### src/rtl/core/looping_ads_envelope_gain_unit_macros.svh
// Assertion macros shared by the envelope gain unit and its serial units.
// Needs nothing else; take it in with an include after the net type line.
`ifndef LOOPING_ADS_ENVELOPE_GAIN_UNIT_MACROS_SVH
`define LOOPING_ADS_ENVELOPE_GAIN_UNIT_MACROS_SVH

// Same-cycle implication, switched off while reset is held.
`define LADS_ASSERT_SAME(lbl, clk, rstn, ante, cons, msg) \
    lbl: assert property (@(posedge clk) disable iff (!(rstn)) (ante) |-> (cons)) \
        else $error(msg);

// Next-cycle implication, switched off while reset is held.
`define LADS_ASSERT_NEXT(lbl, clk, rstn, ante, cons, msg) \
    lbl: assert property (@(posedge clk) disable iff (!(rstn)) (ante) |=> (cons)) \
        else $error(msg);

`endif

### src/rtl/core/lads_pkg.sv
// Shared widths, register indexes, phase codes and the configuration record
// of the looping envelope gain unit. Depends on nothing.
`default_nettype none

package lads_pkg;

    localparam int LEN_W          = 20;
    localparam int GAIN_W         = 16;
    localparam int SAMPLE_W       = 16;
    localparam int PHASE_W        = 2;
    localparam int FRAC_BITS      = 15;
    localparam int AD_W           = LEN_W + 1;
    localparam int END_W          = LEN_W + 2;
    localparam int CFG_IDX_W      = 3;
    localparam int CFG_DATA_W     = 20;
    localparam int FRAME_BITS_DEF = 22;

    localparam logic [CFG_IDX_W-1:0] REG_ATTACK   = 3'd0;
    localparam logic [CFG_IDX_W-1:0] REG_DECAY    = 3'd1;
    localparam logic [CFG_IDX_W-1:0] REG_SUSTAIN  = 3'd2;
    localparam logic [CFG_IDX_W-1:0] REG_PEAK     = 3'd3;
    localparam logic [CFG_IDX_W-1:0] REG_SUS_GAIN = 3'd4;

    localparam logic [PHASE_W-1:0] PHASE_ATTACK  = 2'd0;
    localparam logic [PHASE_W-1:0] PHASE_DECAY   = 2'd1;
    localparam logic [PHASE_W-1:0] PHASE_SUSTAIN = 2'd2;

    // Q1.15 unity, also the attack ramp scale
    localparam logic [GAIN_W-1:0] GAIN_UNITY = 16'h8000;

    localparam logic [LEN_W-1:0]  RST_ATTACK   = 20'd14400;
    localparam logic [LEN_W-1:0]  RST_DECAY    = 20'd14400;
    localparam logic [LEN_W-1:0]  RST_SUSTAIN  = 20'd48000;
    localparam logic [GAIN_W-1:0] RST_PEAK     = 16'd32768;
    localparam logic [GAIN_W-1:0] RST_SUS_GAIN = 16'd16384;

    typedef struct packed {
        logic [LEN_W-1:0]  attack_frames;
        logic [LEN_W-1:0]  decay_frames;
        logic [LEN_W-1:0]  sustain_frames;
        logic [GAIN_W-1:0] peak_gain;
        logic [GAIN_W-1:0] sustain_gain;
    } lads_cfg_t;

endpackage

`default_nettype wire

### src/rtl/core/looping_ads_envelope_gain_unit.sv
// Looping attack/decay/sustain envelope gain: top level, sequencer, frame
// counter and output register. Depends on lads_pkg, lads_cfg_regs,
// lads_mul_serial, lads_div_serial and the macro header.
//
//   port group   direction  moves
//   s_*          in         sample_in, restart
//   m_*          out        sample_out, phase, gain_applied
//   cfg_*        in         register index and write data
//
// Attack and decay requests raise m_valid after two 16-step multiplier passes and a
// 16-step divide; sustain and wrap requests after a single multiplier pass. s_ready
// rises in the same cycle as m_valid; no request is taken before the last is loaded.
// Reset is synchronous, active low; it restores the register defaults and
// clears the frame counter. A result waiting on m_ready does not block the
// next accept; only the final load stalls until the output register frees.
`default_nettype none
`include "looping_ads_envelope_gain_unit_macros.svh"

module looping_ads_envelope_gain_unit #(
    parameter int FRAME_BITS = lads_pkg::FRAME_BITS_DEF
) (
    input  wire logic                              aclk,
    input  wire logic                              aresetn,
    input  wire logic                              s_valid,
    output logic                                   s_ready,
    input  wire logic signed [lads_pkg::SAMPLE_W-1:0] s_sample_in,
    input  wire logic                              s_restart,
    output logic                                   m_valid,
    input  wire logic                              m_ready,
    output logic signed [lads_pkg::SAMPLE_W-1:0]   m_sample_out,
    output logic [lads_pkg::PHASE_W-1:0]           m_phase,
    output logic [lads_pkg::GAIN_W-1:0]            m_gain_applied,
    input  wire logic                              cfg_valid,
    output logic                                   cfg_ready,
    input  wire logic [lads_pkg::CFG_IDX_W-1:0]    cfg_index,
    input  wire logic [lads_pkg::CFG_DATA_W-1:0]   cfg_data
);

    localparam int LEN_W    = lads_pkg::LEN_W;
    localparam int GAIN_W   = lads_pkg::GAIN_W;
    localparam int SAMPLE_W = lads_pkg::SAMPLE_W;
    localparam int PHASE_W  = lads_pkg::PHASE_W;
    localparam int AD_W     = lads_pkg::AD_W;
    localparam int END_W    = lads_pkg::END_W;
    localparam int CMP_W    = (FRAME_BITS > END_W) ? FRAME_BITS : END_W;
    localparam int P_W      = LEN_W + GAIN_W;
    localparam int OUT_P_W  = SAMPLE_W + GAIN_W;
    localparam int Y_W      = OUT_P_W + 1 - lads_pkg::FRAC_BITS;

    typedef enum logic [6:0] {
        ST_IDLE     = 7'b0000001,
        ST_SUM      = 7'b0000010,
        ST_CMP      = 7'b0000100,
        ST_MUL_GAIN = 7'b0001000,
        ST_DIV      = 7'b0010000,
        ST_MUL_OUT  = 7'b0100000,
        ST_DONE     = 7'b1000000
    } state_t;

    lads_pkg::lads_cfg_t cfg;

    state_t                      state_reg,     state_next;
    logic [FRAME_BITS-1:0]       frame_cnt_reg, frame_cnt_next;
    logic                        go_reg,        go_next;
    logic                        out_valid_reg, out_valid_next;
    logic signed [SAMPLE_W-1:0]  sample_reg,    sample_next;
    logic [AD_W-1:0]             ad_reg,        ad_next;
    logic [END_W-1:0]            end_reg,       end_next;
    logic [PHASE_W-1:0]          phase_reg,     phase_next;
    logic                        dec_neg_reg,   dec_neg_next;
    logic [GAIN_W-1:0]           gain_reg,      gain_next;
    logic [LEN_W-1:0]            op_a_reg,      op_a_next;
    logic [GAIN_W-1:0]           op_b_reg,      op_b_next;
    logic [LEN_W-1:0]            den_reg,       den_next;
    logic signed [SAMPLE_W-1:0]  out_sample_reg, out_sample_next;
    logic [PHASE_W-1:0]          out_phase_reg,  out_phase_next;
    logic [GAIN_W-1:0]           out_gain_reg,   out_gain_next;

    logic                mul_done;
    logic [P_W-1:0]      mul_product;
    logic                div_start;
    logic                div_done;
    logic [GAIN_W-1:0]   div_quotient;

    logic [CMP_W-1:0]    f_cmp;
    logic [CMP_W-1:0]    a_cmp;
    logic [CMP_W-1:0]    ad_cmp;
    logic [CMP_W-1:0]    end_cmp;
    logic [CMP_W-1:0]    fa_diff;
    logic [GAIN_W:0]     delta;
    logic [GAIN_W:0]     delta_neg;
    logic [GAIN_W-1:0]   delta_mag;
    logic [SAMPLE_W-1:0] sample_abs;
    logic [GAIN_W:0]     gain_up;
    logic [GAIN_W:0]     gain_dn;
    logic [GAIN_W-1:0]   gain_calc;
    logic [OUT_P_W:0]    p_ext;
    logic [OUT_P_W:0]    p_signed;
    logic [Y_W-1:0]      y_full;
    logic [Y_W-SAMPLE_W:0] y_top;
    logic [SAMPLE_W-1:0] y_sat;
    logic                out_free;

    lads_cfg_regs u_cfg (
        .aclk     (aclk),
        .aresetn  (aresetn),
        .wr_en    (cfg_valid && cfg_ready),
        .wr_index (cfg_index),
        .wr_data  (cfg_data),
        .cfg      (cfg)
    );

    lads_mul_serial #(
        .A_W (LEN_W),
        .B_W (GAIN_W)
    ) u_mul (
        .aclk    (aclk),
        .aresetn (aresetn),
        .start   (go_reg),
        .mcand   (op_a_reg),
        .mplier  (op_b_reg),
        .done    (mul_done),
        .product (mul_product)
    );

    lads_div_serial #(
        .D_W (LEN_W),
        .Q_W (GAIN_W)
    ) u_div (
        .aclk     (aclk),
        .aresetn  (aresetn),
        .start    (div_start),
        .dividend (mul_product),
        .divisor  (den_reg),
        .done     (div_done),
        .quotient (div_quotient)
    );

    // phase boundaries, compared at a common width
    assign f_cmp   = CMP_W'(frame_cnt_reg);
    assign a_cmp   = CMP_W'(cfg.attack_frames);
    assign ad_cmp  = CMP_W'(ad_reg);
    assign end_cmp = CMP_W'(end_reg);
    assign fa_diff = f_cmp - a_cmp;

    assign delta      = {1'b0, cfg.peak_gain} - {1'b0, cfg.sustain_gain};
    assign delta_neg  = ~delta + (GAIN_W+1)'(1);
    assign delta_mag  = delta[GAIN_W] ? delta_neg[GAIN_W-1:0] : delta[GAIN_W-1:0];
    assign sample_abs = sample_reg[SAMPLE_W-1] ? (~sample_reg + SAMPLE_W'(1)) : sample_reg;

    // decay moves from peak toward sustain by the truncated quotient
    assign gain_up   = {1'b0, cfg.peak_gain} + {1'b0, div_quotient};
    assign gain_dn   = {1'b0, cfg.peak_gain} - {1'b0, div_quotient};
    assign gain_calc = (phase_reg == lads_pkg::PHASE_ATTACK) ? div_quotient
                     : (dec_neg_reg ? gain_up[GAIN_W-1:0] : gain_dn[GAIN_W-1:0]);

    // restore the sign, floor-shift by the fraction bits, then saturate
    assign p_ext    = {1'b0, mul_product[OUT_P_W-1:0]};
    assign p_signed = sample_reg[SAMPLE_W-1] ? (~p_ext + (OUT_P_W+1)'(1)) : p_ext;
    assign y_full   = p_signed[OUT_P_W:lads_pkg::FRAC_BITS];
    assign y_top    = y_full[Y_W-1:SAMPLE_W-1];
    assign y_sat    = ((&y_top) || !(|y_top)) ? y_full[SAMPLE_W-1:0]
                    : (y_full[Y_W-1] ? {1'b1, {(SAMPLE_W-1){1'b0}}}
                                     : {1'b0, {(SAMPLE_W-1){1'b1}}});

    assign out_free = !out_valid_reg || m_ready;

    always_comb begin
        state_next      = state_reg;
        frame_cnt_next  = frame_cnt_reg;
        go_next         = 1'b0;
        out_valid_next  = out_valid_reg;
        sample_next     = sample_reg;
        ad_next         = ad_reg;
        end_next        = end_reg;
        phase_next      = phase_reg;
        dec_neg_next    = dec_neg_reg;
        gain_next       = gain_reg;
        op_a_next       = op_a_reg;
        op_b_next       = op_b_reg;
        den_next        = den_reg;
        out_sample_next = out_sample_reg;
        out_phase_next  = out_phase_reg;
        out_gain_next   = out_gain_reg;
        div_start       = 1'b0;

        if (m_ready) begin
            out_valid_next = 1'b0;
        end

        unique case (state_reg)
            ST_IDLE: begin
                if (s_valid) begin
                    sample_next = s_sample_in;
                    if (s_restart) begin
                        frame_cnt_next = '0;
                    end
                    state_next = ST_SUM;
                end
            end
            ST_SUM: begin
                ad_next    = AD_W'(cfg.attack_frames) + AD_W'(cfg.decay_frames);
                end_next   = END_W'(ad_next) + END_W'(cfg.sustain_frames);
                state_next = ST_CMP;
            end
            ST_CMP: begin
                go_next        = 1'b1;
                frame_cnt_next = frame_cnt_reg + FRAME_BITS'(1);
                if (f_cmp < a_cmp) begin
                    phase_next = lads_pkg::PHASE_ATTACK;
                    op_a_next  = f_cmp[LEN_W-1:0];
                    op_b_next  = lads_pkg::GAIN_UNITY;
                    den_next   = cfg.attack_frames;
                    state_next = ST_MUL_GAIN;
                end else if (f_cmp < ad_cmp) begin
                    phase_next   = lads_pkg::PHASE_DECAY;
                    dec_neg_next = delta[GAIN_W];
                    op_a_next    = fa_diff[LEN_W-1:0];
                    op_b_next    = delta_mag;
                    den_next     = cfg.decay_frames;
                    state_next   = ST_MUL_GAIN;
                end else if (f_cmp < end_cmp) begin
                    phase_next = lads_pkg::PHASE_SUSTAIN;
                    gain_next  = cfg.sustain_gain;
                    op_a_next  = LEN_W'(sample_abs);
                    op_b_next  = cfg.sustain_gain;
                    state_next = ST_MUL_OUT;
                end else begin
                    // past the loop end: wrap to frame zero, silent attack
                    phase_next     = lads_pkg::PHASE_ATTACK;
                    gain_next      = '0;
                    op_a_next      = LEN_W'(sample_abs);
                    op_b_next      = '0;
                    frame_cnt_next = FRAME_BITS'(1);
                    state_next     = ST_MUL_OUT;
                end
            end
            ST_MUL_GAIN: begin
                if (mul_done) begin
                    div_start  = 1'b1;
                    state_next = ST_DIV;
                end
            end
            ST_DIV: begin
                if (div_done) begin
                    gain_next  = gain_calc;
                    op_a_next  = LEN_W'(sample_abs);
                    op_b_next  = gain_calc;
                    go_next    = 1'b1;
                    state_next = ST_MUL_OUT;
                end
            end
            ST_MUL_OUT: begin
                if (mul_done) begin
                    state_next = ST_DONE;
                end
            end
            ST_DONE: begin
                // hold until the output register frees
                if (out_free) begin
                    out_valid_next  = 1'b1;
                    out_sample_next = y_sat;
                    out_phase_next  = phase_reg;
                    out_gain_next   = gain_reg;
                    state_next      = ST_IDLE;
                end
            end
            default: begin
                state_next = ST_IDLE;
            end
        endcase
    end

    always_ff @(posedge aclk) begin
        if (!aresetn) begin
            state_reg     <= ST_IDLE;
            frame_cnt_reg <= '0;
            go_reg        <= 1'b0;
            out_valid_reg <= 1'b0;
        end else begin
            state_reg     <= state_next;
            frame_cnt_reg <= frame_cnt_next;
            go_reg        <= go_next;
            out_valid_reg <= out_valid_next;
        end
    end

    always_ff @(posedge aclk) begin
        sample_reg     <= sample_next;
        ad_reg         <= ad_next;
        end_reg        <= end_next;
        phase_reg      <= phase_next;
        dec_neg_reg    <= dec_neg_next;
        gain_reg       <= gain_next;
        op_a_reg       <= op_a_next;
        op_b_reg       <= op_b_next;
        den_reg        <= den_next;
        out_sample_reg <= out_sample_next;
        out_phase_reg  <= out_phase_next;
        out_gain_reg   <= out_gain_next;
    end

    assign s_ready        = (state_reg == ST_IDLE);
    assign cfg_ready      = 1'b1;
    assign m_valid        = out_valid_reg;
    assign m_sample_out   = out_sample_reg;
    assign m_phase        = out_phase_reg;
    assign m_gain_applied = out_gain_reg;

    `LADS_ASSERT_NEXT(a_restart_clears_count, aclk, aresetn, s_valid && s_ready && s_restart, frame_cnt_reg == '0, "restart did not clear the frame counter")
    `LADS_ASSERT_SAME(a_attack_gain_below_unity, aclk, aresetn, out_valid_reg && (out_phase_reg == lads_pkg::PHASE_ATTACK), !out_gain_reg[GAIN_W-1], "attack gain reached unity")

endmodule

`default_nettype wire

### src/rtl/core/lads_cfg_regs.sv
// Configuration register file of the envelope gain unit: decodes writes by
// index into the five settings. Depends on lads_pkg.
`default_nettype none

module lads_cfg_regs (
    input  wire logic                           aclk,
    input  wire logic                           aresetn,
    input  wire logic                           wr_en,
    input  wire logic [lads_pkg::CFG_IDX_W-1:0] wr_index,
    input  wire logic [lads_pkg::CFG_DATA_W-1:0] wr_data,
    output lads_pkg::lads_cfg_t                 cfg
);

    lads_pkg::lads_cfg_t cfg_reg;
    lads_pkg::lads_cfg_t cfg_next;

    always_comb begin
        cfg_next = cfg_reg;
        if (wr_en) begin
            unique case (wr_index)
                lads_pkg::REG_ATTACK:   cfg_next.attack_frames  = wr_data[lads_pkg::LEN_W-1:0];
                lads_pkg::REG_DECAY:    cfg_next.decay_frames   = wr_data[lads_pkg::LEN_W-1:0];
                lads_pkg::REG_SUSTAIN:  cfg_next.sustain_frames = wr_data[lads_pkg::LEN_W-1:0];
                lads_pkg::REG_PEAK:     cfg_next.peak_gain      = wr_data[lads_pkg::GAIN_W-1:0];
                lads_pkg::REG_SUS_GAIN: cfg_next.sustain_gain   = wr_data[lads_pkg::GAIN_W-1:0];
                // drop writes to unmapped indexes
                default: cfg_next = cfg_reg;
            endcase
        end
    end

    always_ff @(posedge aclk) begin
        if (!aresetn) begin
            cfg_reg.attack_frames  <= lads_pkg::RST_ATTACK;
            cfg_reg.decay_frames   <= lads_pkg::RST_DECAY;
            cfg_reg.sustain_frames <= lads_pkg::RST_SUSTAIN;
            cfg_reg.peak_gain      <= lads_pkg::RST_PEAK;
            cfg_reg.sustain_gain   <= lads_pkg::RST_SUS_GAIN;
        end else begin
            cfg_reg <= cfg_next;
        end
    end

    assign cfg = cfg_reg;

endmodule

`default_nettype wire

### src/rtl/core/lads_mul_serial.sv
// Bit-serial shift-and-add multiplier: one multiplier bit per cycle, MSB first.
// The gain unit runs it once or twice per request. Depends on the macro header.
`default_nettype none
`include "looping_ads_envelope_gain_unit_macros.svh"

module lads_mul_serial #(
    parameter int A_W = 20,
    parameter int B_W = 16
) (
    input  wire logic               aclk,
    input  wire logic               aresetn,
    input  wire logic               start,
    input  wire logic [A_W-1:0]     mcand,
    input  wire logic [B_W-1:0]     mplier,
    output logic                    done,
    output logic [A_W+B_W-1:0]      product
);

    localparam int P_W   = A_W + B_W;
    localparam int CNT_W = $clog2(B_W + 1);

    logic             busy_reg,  busy_next;
    logic             done_reg,  done_next;
    logic [CNT_W-1:0] cnt_reg,   cnt_next;
    logic [P_W-1:0]   acc_reg,   acc_next;
    logic [A_W-1:0]   mcand_reg, mcand_next;
    logic [B_W-1:0]   mpl_reg,   mpl_next;

    always_comb begin
        busy_next  = busy_reg;
        done_next  = 1'b0;
        cnt_next   = cnt_reg;
        acc_next   = acc_reg;
        mcand_next = mcand_reg;
        mpl_next   = mpl_reg;
        if (start) begin
            busy_next  = 1'b1;
            cnt_next   = CNT_W'(B_W);
            acc_next   = '0;
            mcand_next = mcand;
            mpl_next   = mplier;
        end else if (busy_reg) begin
            acc_next = {acc_reg[P_W-2:0], 1'b0}
                     + (mpl_reg[B_W-1] ? P_W'(mcand_reg) : '0);
            mpl_next = {mpl_reg[B_W-2:0], 1'b0};
            cnt_next = cnt_reg - CNT_W'(1);
            if (cnt_reg == CNT_W'(1)) begin
                busy_next = 1'b0;
                done_next = 1'b1;
            end
        end
    end

    always_ff @(posedge aclk) begin
        if (!aresetn) begin
            busy_reg <= 1'b0;
            done_reg <= 1'b0;
            cnt_reg  <= '0;
        end else begin
            busy_reg <= busy_next;
            done_reg <= done_next;
            cnt_reg  <= cnt_next;
        end
    end

    always_ff @(posedge aclk) begin
        acc_reg   <= acc_next;
        mcand_reg <= mcand_next;
        mpl_reg   <= mpl_next;
    end

    assign done    = done_reg;
    assign product = acc_reg;

    `LADS_ASSERT_SAME(a_mul_no_restart_busy, aclk, aresetn, start, !busy_reg, "multiplier restarted while busy")

endmodule

`default_nettype wire

### src/rtl/core/lads_div_serial.sv
// Restoring divider, one quotient bit per cycle. The caller keeps the upper
// dividend bits below the divisor. Depends on the macro header.
`default_nettype none
`include "looping_ads_envelope_gain_unit_macros.svh"

module lads_div_serial #(
    parameter int D_W = 20,
    parameter int Q_W = 16
) (
    input  wire logic               aclk,
    input  wire logic               aresetn,
    input  wire logic               start,
    input  wire logic [D_W+Q_W-1:0] dividend,
    input  wire logic [D_W-1:0]     divisor,
    output logic                    done,
    output logic [Q_W-1:0]          quotient
);

    localparam int CNT_W = $clog2(Q_W + 1);

    logic             busy_reg, busy_next;
    logic             done_reg, done_next;
    logic [CNT_W-1:0] cnt_reg,  cnt_next;
    logic [D_W-1:0]   rem_reg,  rem_next;
    logic [Q_W-1:0]   quo_reg,  quo_next;
    logic [D_W-1:0]   div_reg,  div_next;

    logic [D_W:0] trial;
    logic [D_W:0] diff;
    logic         fits;

    // dividend bits move out of the top of quo_reg as quotient bits enter below
    assign trial = {rem_reg, quo_reg[Q_W-1]};
    assign diff  = trial - {1'b0, div_reg};
    assign fits  = trial >= {1'b0, div_reg};

    always_comb begin
        busy_next = busy_reg;
        done_next = 1'b0;
        cnt_next  = cnt_reg;
        rem_next  = rem_reg;
        quo_next  = quo_reg;
        div_next  = div_reg;
        if (start) begin
            busy_next = 1'b1;
            cnt_next  = CNT_W'(Q_W);
            rem_next  = dividend[D_W+Q_W-1:Q_W];
            quo_next  = dividend[Q_W-1:0];
            div_next  = divisor;
        end else if (busy_reg) begin
            rem_next = fits ? diff[D_W-1:0] : trial[D_W-1:0];
            quo_next = {quo_reg[Q_W-2:0], fits};
            cnt_next = cnt_reg - CNT_W'(1);
            if (cnt_reg == CNT_W'(1)) begin
                busy_next = 1'b0;
                done_next = 1'b1;
            end
        end
    end

    always_ff @(posedge aclk) begin
        if (!aresetn) begin
            busy_reg <= 1'b0;
            done_reg <= 1'b0;
            cnt_reg  <= '0;
        end else begin
            busy_reg <= busy_next;
            done_reg <= done_next;
            cnt_reg  <= cnt_next;
        end
    end

    always_ff @(posedge aclk) begin
        rem_reg <= rem_next;
        quo_reg <= quo_next;
        div_reg <= div_next;
    end

    assign done     = done_reg;
    assign quotient = quo_reg;

    `LADS_ASSERT_SAME(a_div_rem_bounded, aclk, aresetn, done_reg, rem_reg < div_reg, "divider remainder not below divisor")

endmodule

`default_nettype wire

### config.mk
export PLATFORM = sky130hd
export DESIGN_NAME = looping_ads_envelope_gain_unit
export DESIGN_NICKNAME = d
export VERILOG_FILES = /design/src/rtl/core/lads_pkg.sv /design/src/rtl/core/looping_ads_envelope_gain_unit.sv /design/src/rtl/core/lads_cfg_regs.sv /design/src/rtl/core/lads_mul_serial.sv /design/src/rtl/core/lads_div_serial.sv
export VERILOG_INCLUDE_DIRS = /design/src /design/src/rtl/core
export SDC_FILE = /design/constraint.sdc
export NUM_CORES = 1
export LEC_CHECK = 0
export BUFFER_PORTS_ARGS = -buffer_cell sky130_fd_sc_hd__clkbuf_2
export CORE_ASPECT_RATIO = 0.75
export CORE_MARGIN = 4
export CORE_UTILIZATION = 55
export CTS_CLUSTER_DIAMETER = 80
export CTS_CLUSTER_SIZE = 28
export DETAILED_ROUTE_END_ITERATION = 7
export PLACE_DENSITY_LB_ADDON = 0.1
export SYNTH_ARGS = -nofsm -noshare
export SYNTH_HDL_FRONTEND = slang
export SYNTH_SLANG_ARGS = --single-unit
### constraint.sdc
create_clock -name aclk -period 7.5 [get_ports aclk]
set_input_delay 0.375 -clock aclk [delete_from_list [all_inputs] [get_ports aclk]]
set_output_delay 0.375 -clock aclk [all_outputs]
set_load 0.005 [all_outputs]
== After elaboration in Yosys (flattened, before gate mapping) ==
Cells that the tools add are included.

* Flip-flop bits (word level): 433
* Bits in latches: 0
* Bits in writable memories: 0
* ROM bits: 0
* Input port bits: 45
* Output and inout bits: 37
* Memories: 0

* Add/subtract/negate cells: 14
* Multipliers: 0
* Div/mod/pow operators: 0
* Order comparisons: 4
* Equal/unequal tests: 21
* Shift-type cells: 0
* Multiplexer cells: 64
* Bitwise operators: 7
* Reduce and logical (&&, ||, !) cells: 31

{| class="wikitable"
|+ Operators with widths
! cell !! number
|-
| $mux 16 || 16
|-
| $mux 20 || 9
|-
| $mux 22 || 5
|-
| $pmux 16 s2 || 2
|-
| $pmux 7 s7 || 1
|-
| $pmux 22 s2 || 1
|-
| $pmux 20 s2 || 1
|-
| $sub 20x20->20 || 2
|-
| $add 36x36->36 || 1
|-
| $mux 7 || 5
|-
| $add 33x1->33 const B || 1
|-
| $mux 33 || 1
|-
| $not 32->33 || 1
|-
| $not 16->16 || 2
|-
| $add 21x20->22 || 1
|-
| $add 22x1->22 const B || 1
|-
| $lt 22x20->1 || 1
|-
| $lt 22x21->1 || 1
|-
| $lt 22x22->1 || 1
|-
| $add 20x20->21 || 1
|-
| $ge 21x20->1 || 1
|-
| $mux 5 || 4
|-
| $reduce_and 2->1 || 9
|-
| $sub 16x16->17 || 1
|-
| other kinds (33) || 72
|}

== Depth between registers and ports, before layout ==
Gate-level depths: netlist (run 1).

* Depth after elaboration: 7
* Mapped depth: 20
* Mapped depth without buffers: 20

== Hierarchy ==
Synthesis (run 1) repeated with hierarchy kept, for this count alone.

* Cell total of the unflattened synthesis: 2569
* Area, all modules: 25704.7 um^2

{| class="wikitable"
|+ Modules (own cells, without submodules)
! module !! times used !! cells each !! area each (um^2) !! sequential area each (um^2)
|-
| looping_ads_envelope_gain_unit || 1 || 1494 || 14287.5 || 5665.4
|-
| lads_mul_serial || 1 || 403 || 4165.2 || 1941.9
|-
| lads_div_serial || 1 || 336 || 3777.4 || 1821.7
|-
| lads_cfg_regs || 1 || 336 || 3474.6 || 1841.8
|}

== Least setup slack after synthesis (run 1) ==
Ideal clock, no wire load.

* Path type: register to register
* Start: register state_reg[2]
* End: register state_reg[0]
* Library setup time: 129 ps
* Arrival time: 4788 ps
* Required time: 7371 ps
* Slack: 2583 ps
* Stages on the path, launching flop included: 7
* Buffers on the path: 0
* Cells stage by stage: dfxtp_1 -> or3_1 -> or3_1 -> nor3b_1 -> nor4_1 -> a31oi_1 -> nand2_1

* Cells in the longest elaborated chain, start to end: 3
* Elaborated cells on any way between the ends: 14

{| class="wikitable"
|+ Ends and longest elaborated chain
! element !! RTL line !! text
|-
| from (decl) || looping_ads_envelope_gain_unit.sv:62 || <nowiki>state_t state_reg, state_next;</nowiki>
|-
| from (signal assigned) || looping_ads_envelope_gain_unit.sv:281 || <nowiki>state_reg <= state_next;</nowiki>
|-
| $eq 7x4->1, or another cell as far along || looping_ads_envelope_gain_unit.sv:191 || <nowiki>unique case (state_reg)</nowiki>
|-
| $ne 2x1->1 (no source line) or $ne 2x2->1 (tied branches) || -- ||
|-
| $reduce_and 5->1 (no source line) || -- ||
|}

Several ways; a longest one is shown, not always the timed one.
A chain may end at the register's enable or synchronous reset.

== Final worst setup path (run 1) ==
* Start: register u_cfg.cfg_reg, in the netlist u_cfg.cfg[72]
* End: register end_reg[19] (netlist: end_cmp[19]), data pin

* Cells in the longest elaborated chain, start to end: 2

{| class="wikitable"
|+ Ends and longest elaborated chain
! element !! RTL line !! text
|-
| from (decl) || lads_cfg_regs.sv:14 || <nowiki>lads_pkg::lads_cfg_t cfg_reg;</nowiki>
|-
| from (signal assigned) || lads_cfg_regs.sv:40 || <nowiki>cfg_reg <= cfg_next;</nowiki>
|-
| $add 20x20->21 || looping_ads_envelope_gain_unit.sv:202 || <nowiki>ad_next = AD_W'(cfg.attack_frames) + AD_W'(cfg.decay_frames);</nowiki>
|-
| $add 21x20->22 || looping_ads_envelope_gain_unit.sv:203 || <nowiki>end_next = END_W'(ad_next) + END_W'(cfg.sustain_frames);</nowiki>
|-
| to (signal assigned) || looping_ads_envelope_gain_unit.sv:291 || <nowiki>end_reg <= end_next;</nowiki>
|-
| to (decl) || looping_ads_envelope_gain_unit.sv:68 || <nowiki>logic [END_W-1:0] end_reg, end_next;</nowiki>
|}

No other way between the ends.

==> run metrics, run 1 <==
first-pass GRT wire length=114000 um; Synth async-reset ratio=0%; input/output buffers=80; P&R area growth vs syn=6.89%; fin crit period=4.56 ns; post-CTS setup buffer count=0; HP Class=input port to flip-flop; crit path DAT=4.90 ns; post-synthesis xor/xnor area fraction=5.71%; post-placement cell area=0.0264 sq mm; TritonCTS clock tree=built; Critical Path Fanout Max=4; largest net degree at the start of global routing=109; WP buf/inv=2; Syn Inst Count=2687; Die Y=194 um; CP max stage delay=0.68 ns; clock sinks=433; Clock Tree Root=clkbuf_16; post-synthesis adder-cell area fraction=9.39%; relative slew slack=17.4%; Slowest-stage cell, CP=a2111oi_0; Overall Global Routing Usage=28.7%; Final WS setup=2.94 ns; Synth top area share=30.6%; Die Area=0.0499 sq mm; Initial Util=56.4%; residual DRC count=0; ANT nets after route=0; core area=0.0452 sq mm; Synth area leader=edfxtp_1; maximum vdd ir drop=0.152 mV; Bufs on Longest Clock Path=3; combinational power share=17.5%; post-synthesis compound-gate area fraction=18.0%; htree depth=1; syn_area_per_cell=9.48 sq um; I/O pin count=82; clock slew at the register clock pins of the worst setup and hold paths=0.11 ns; area share of and/or/nand/nor cells after synthesis=16.2%; final setup violation count=0; Post-CTS Hold Buffers=16; Via Count=20.7k; Final Cycle Share=60.8%; Top FF cell, synth=edfxtp_1; synthesized cell area=0.0255 sq mm; clock power share=28.6%; CTS resizes=0; Clock Latency Late Sink=0.57 ns; Pwr per Cell Area=186 mW/mm^2; Final Hold Vio Count=0; Seq pwr share=53.9%; reg2reg start=u_cfg.cfg[72]; sequential fraction of the synthesis area=44.2%; Peak Freq=219 MHz; Synth top cells by count=nand2_1 (356), edfxtp_1 (260), nor2_1 (182); layout cells sized above 1=6.84%; worst hold stages=3; R2R setup slack=2.94 ns; initial antenna violation count=1; R2R Path End=end_cmp[19]; main combinational cell family by area after synthesis=compound AO/OA/AOI/OAI gates; row cnt=67; Final Net Count=2950; Pint=3.56 mW; most frequent cell after synthesis=nand2_1; Via density=6.24; max reg flops=92; RSZ-0062 raised after global routing=no; final instance area=0.0272 sq mm; Pins Over Slew Limit=0; sw frac=29.5%; Hold EP=u_cfg.cfg[70]; Required @ worst endpoint=7.83 ns; Place WS=2.99 ns; dominant cells by area after synthesis=edfxtp_1 (31%), dfxtp_1 (14%), ha_1 (8.8%); status=complete, no violations; Fillers=3903; die extent in x=257 um; worst reg2reg path depth=17; P_leak=10.8 nW; WL/cell=22.2 um; Hold Slack=0.0716 ns; gp weighted congestion=0.943; clock skew=0.0235 ns; Worst Tran Pin Value=1.24 ns; EDFF count, synth=260; mux share of post-synthesis cell area=2.35%; grt ovf=0; sw power=1.49 mW; WL final=73800 um; syn_nets=2919; synthesized flop and latch total=433; Netlist cell types=86; Syn. warnings=0; HPWL Detailed=55800 um; Hold Crit Start=cfg_data[18]; vias in the first global route=19.3k; TNS Setup=0 ns; drt first-iter violations=2178; max-cap viol count=0; Critical Path, Cell by Cell=ha_1 > inv_1 > fa_1 > nor2b_1 > o21a_1 > nor2_1 > xnor2_1 > ha_1 > o21a_1 > o21ai_0 > inv_1 > a2111oi_0 > o31ai_1 > a31oi_1 > o21bai_1 > a21oi_1 > xnor2_1; total iterations of the first detailed-routing run=5; crit end category=flip-flop; Setup Crit Path Kind=flip-flop to flip-flop; total CTS buffers=22; ANT cells=0; CP delay by family, top=compound AO/OA/AOI/OAI gates; CP startpoint kind=flip-flop
## area by class of cell
| type | count | area [sq um] | area share, % |
|---|---|---|---|
| Timing Repair Buffer | 117 | 721 | 2.65 |
| Tap cell | 586 | 733 | 2.69 |
| Clock inverter | 10 | 111 | 0.409 |
| Inverter | 164 | 616 | 2.26 |
| Sequential cell | 433 | 11300 | 41.4 |
| Clock buffer | 30 | 602 | 2.21 |
| Multi-Input combinational cell | 1980 | 13200 | 48.4 |
## per-layer routing
| metal | track usage (%) | wire length (um) | vias up | part of all wire (%) |
|---|---|---|---|---|
| met5 | 0 | 0 | - | 0 |
| met4 | 5.07 | 1540 | 0 | 2.1 |
| met3 | 4.07 | 5360 | 90 | 7.3 |
| met2 | 45.5 | 32600 | 765 | 44 |
| met1 | 42.8 | 34300 | 10103 | 46 |
| li1 | - | - | 9755 | - |
## worst register-to-register path, cell delays in order (launching register included)
cell,delay [ns]
dfxtp_1,0.41
ha_1,0.22
inv_1,0.07
fa_1,0.40
nor2b_1,0.13
o21a_1,0.15
nor2_1,0.06
xnor2_1,0.20
ha_1,0.32
o21a_1,0.18
o21ai_0,0.19
inv_1,0.08
a2111oi_0,0.68
o31ai_1,0.26
a31oi_1,0.49
o21bai_1,0.21
a21oi_1,0.21
xnor2_1,0.09
## cells by family (layout without fill, tap and decap cells)
group,after synthesis,count (layout)
AO/OA/AOI/OAI,678,678
XOR/XNOR,166,166
adder cells (fa/ha/maj),187,187
buffers and inverters,274,321
flip-flops,433,433
multiplexers,57,57
other,1,1
AND/OR/NAND/NOR,891,891
## worst max-delay path by stage
stage / startpoint / end / slack, ns / depth (start not counted)
global placement: u_cfg.cfg[72] / end_cmp[19] / 3.00 / 17
global route: u_cfg.cfg[73] / end_cmp[19] / 2.56 / 16
detailed placement: u_cfg.cfg[72] / end_cmp[20] / 2.99 / 20
finish: u_cfg.cfg[72] / end_cmp[19] / 2.94 / 17
CTS: u_cfg.cfg[72] / end_cmp[19] / 2.97 / 17
floorplan: state_reg[2] / state_reg[0] / 2.58 / 6
## cells in the final DEF (no fill, tap or decap), types with 79 or more instances in the layout
| cell type | n |
|---|---|
| a21boi_0 | 87 |
| a21oi_1 | 137 |
| clkbuf_2 | 79 |
| dfxtp_1 | 171 |
| edfxtp_1 | 260 |
| ha_1 | 180 |
| inv_1 | 161 |
| nand2_1 | 356 |
| nor2_1 | 181 |
| o21ai_0 | 112 |
| xnor2_1 | 94 |
## power by group through the flow
stage	Sequential (mW)	Combinational, mW	Clock [mW]
final	2.73	0.887	1.44
after global routing	2.74	0.985	1.57
after CTS	2.72	0.876	1.48
after detailed placement	2.78	0.865	0
after global placement	2.77	0.842	0
after floorplan	2.72	0.667	0
## metrics by stage
stage	std cells	power, mW	utilization (%)
finish	3320	5.06	60.3
global placement	3264	3.62	58.3
floorplan	2687	3.39	-
global route	3320	5.29	60.3
CTS	3320	5.07	60.3
detailed placement	3264	3.64	58.3
(Power assumes the default switching activity.)
==> inputs of run 2 (changes only) <==
clock period = 3.97 ns   (was 7.5 ns; I/O delays follow)
==> run 2 against run 1 <==
The flow now finishes with violations (negative setup slack). Sequential cell count stayed put. Count of clock-buffer cells in the layout is 1 higher. Sequential share of layout area is 1.7 points lower. Critical path type unchanged.
==> run metrics, run 2 (synthesized netlist as in run 1, its figures left out) <==
TNS Setup=-0.631 ns; die extent in x=257 um; total iterations of the first detailed-routing run=6; sw power=2.85 mW; Final Cycle Share=105%; sw frac=29.2%; RSZ-0062 raised after global routing=yes; Critical Path Fanout Max=2; Required @ worst endpoint=4.28 ns; Final WS setup=-0.192 ns; Setup Crit Path Kind=flip-flop to flip-flop; commonest non-fill, non-tap cell in the layout=nand2_1; max-cap viol count=0; Slowest-stage cell, CP=dfxtp_2; Via Count=21.0k; total CTS buffers=22; reg2reg start=u_cfg.cfg[52]; clock power share=29.3%; Hold Crit Start=cfg_data[6]; Place WS=-0.328 ns; Via density=6.12; core area=0.0452 sq mm; Final Non-Filler Cells=3431; Seq pwr share=52.7%; Fillers=3727; Pint=6.91 mW; gp weighted congestion=0.960; Final Power=9.76 mW; Overall Global Routing Usage=29.1%; first-pass GRT wire length=115000 um; fin crit period=4.16 ns; drt first-iter violations=2105; Critical Path, Cell by Cell=ha_4 > inv_2 > fa_2 > nor2b_1 > o21a_1 > o21ai_2 > a21oi_2 > a211o_1 > a21o_1 > a21oi_2 > mux2i_1 > o2111ai_2 > ha_1 > a21o_1 > a21o_1 > a21o_1 > a21o_1 > o21bai_4 > nor3_2 > nor4_1; status=finished, violations left; crit path DAT=4.47 ns; ANT nets after route=0; htree depth=1; final instance area=0.0284 sq mm; Pwr per Cell Area=344 mW/mm^2; P&R area growth vs syn=11.4%; CP startpoint kind=flip-flop; crit-path most repeated cell=a21o_1; max reg flops=92; Final Net Count=3061; Clock Latency Late Sink=0.58 ns; violations in the final reports=negative setup slack; Peak Freq=240 MHz; Initial Util=56.4%; initial antenna violation count=2; Worst Tran Pin Value=1.14 ns; Pins Over Slew Limit=0; clock skew=0.0332 ns; Clock Tree Root=clkbuf_16; vias in the first global route=19.5k; R2R setup slack=-0.19 ns; CP Launch Point=u_cfg.cfg[52]; placed insts=3345; crit end category=flip-flop; combinational power share=17.9%; relative slew slack=23.9%; HP Class=input port to flip-flop; Hold Slack=0.0191 ns; final setup violation count=4; most frequent cells in the layout=nand2_1 (356), edfxtp_1 (260), nor2_1 (180); grt ovf=0; maximum vdd ir drop=0.280 mV; ANT cells=0; Die Y=194 um; post-placement cell area=0.0270 sq mm; clock sinks=433; input/output buffers=80; HPWL Detailed=56800 um; Bufs on Longest Clock Path=3; Final Hold Vio Count=0; P_leak=11.4 nW; clock slew at the register clock pins of the worst setup and hold paths=0.11 ns; residual DRC count=0; TritonCTS clock tree=built; CP max stage delay=0.35 ns; Die Area=0.0499 sq mm; WL final=75100 um; I/O pin count=82; layout cells sized above 1=10.9%; largest net degree at the start of global routing=55; row cnt=67; WL/cell=21.9 um; post-layout util=62.8%
[run 2: changes by cell type in the layout (fill, tap and decap cells not counted), moves of 6 or more]
cell	previous run	this run
a21oi_1	137	131
a21oi_2	2	8
buf_4	22	111
o21ai_0	112	106
dlygate4sd3_1	16	34
[run 2: cell type report]
type,count,area (sq um),share of cell area [%]
clock buffers,31,636,2.24
clock inverters,9,145,0.512
inverters,164,616,2.17
multi-input cells,1980,13300,47.0
flip-flops and latches,433,11300,39.7
well taps,586,733,2.58
repair buffers,228,1640,5.78
[run 2: critical path: cells and delay by family (launching register included)]
family | cells | cell delay [ns]
AO/OA/AOI/OAI | 12 | 2.21
adder cells (fa/ha/maj) | 3 | 0.71
buffers and inverters | 1 | 0.06
flip-flops | 1 | 0.35
multiplexers | 1 | 0.28
AND/OR/NAND/NOR | 3 | 0.27
[run 2: power groups by stage]
| stage | Combinational, mW | Sequential [mW] | Clock (mW) |
|---|---|---|---|
| final | 1.75 | 5.15 | 2.86 |
| after CTS | 1.70 | 5.14 | 2.90 |
| after floorplan | 1.26 | 5.15 | 0 |
| after global placement | 1.62 | 5.24 | 0 |
| after detailed placement | 1.65 | 5.24 | 0 |
| after global routing | 1.93 | 5.17 | 3.07 |
[run 2: routing by layer]
metal  vias to the layer above  global-route usage, %  wire [um]
met3                       104                   4.36       6220
met1                     10124                   44.8      35100
li1                       9964                      -          -
met4                         4                   6.70       1930
met2                       802                   43.5      31900
met5                         -                      0         17
[run 2: path summary, 6_finish.rpt]
check,endpoint,depth (start not counted)
setup / recovery,end_cmp[21],20
hold / removal,u_cfg.cfg[38],3
setup reg to reg,end_cmp[21],20
hold reg to reg,u_mul.mcand_reg[8],0
[run 2: what timing repair did]
action	CTS	global route
gates resized for setup	16	25
gates cloned	0	0
hold endpoints to repair	70	0
endpoints found under the setup margin	5	19
hold buffers	34	0
pin swaps	17	14
buffers inserted	3	9
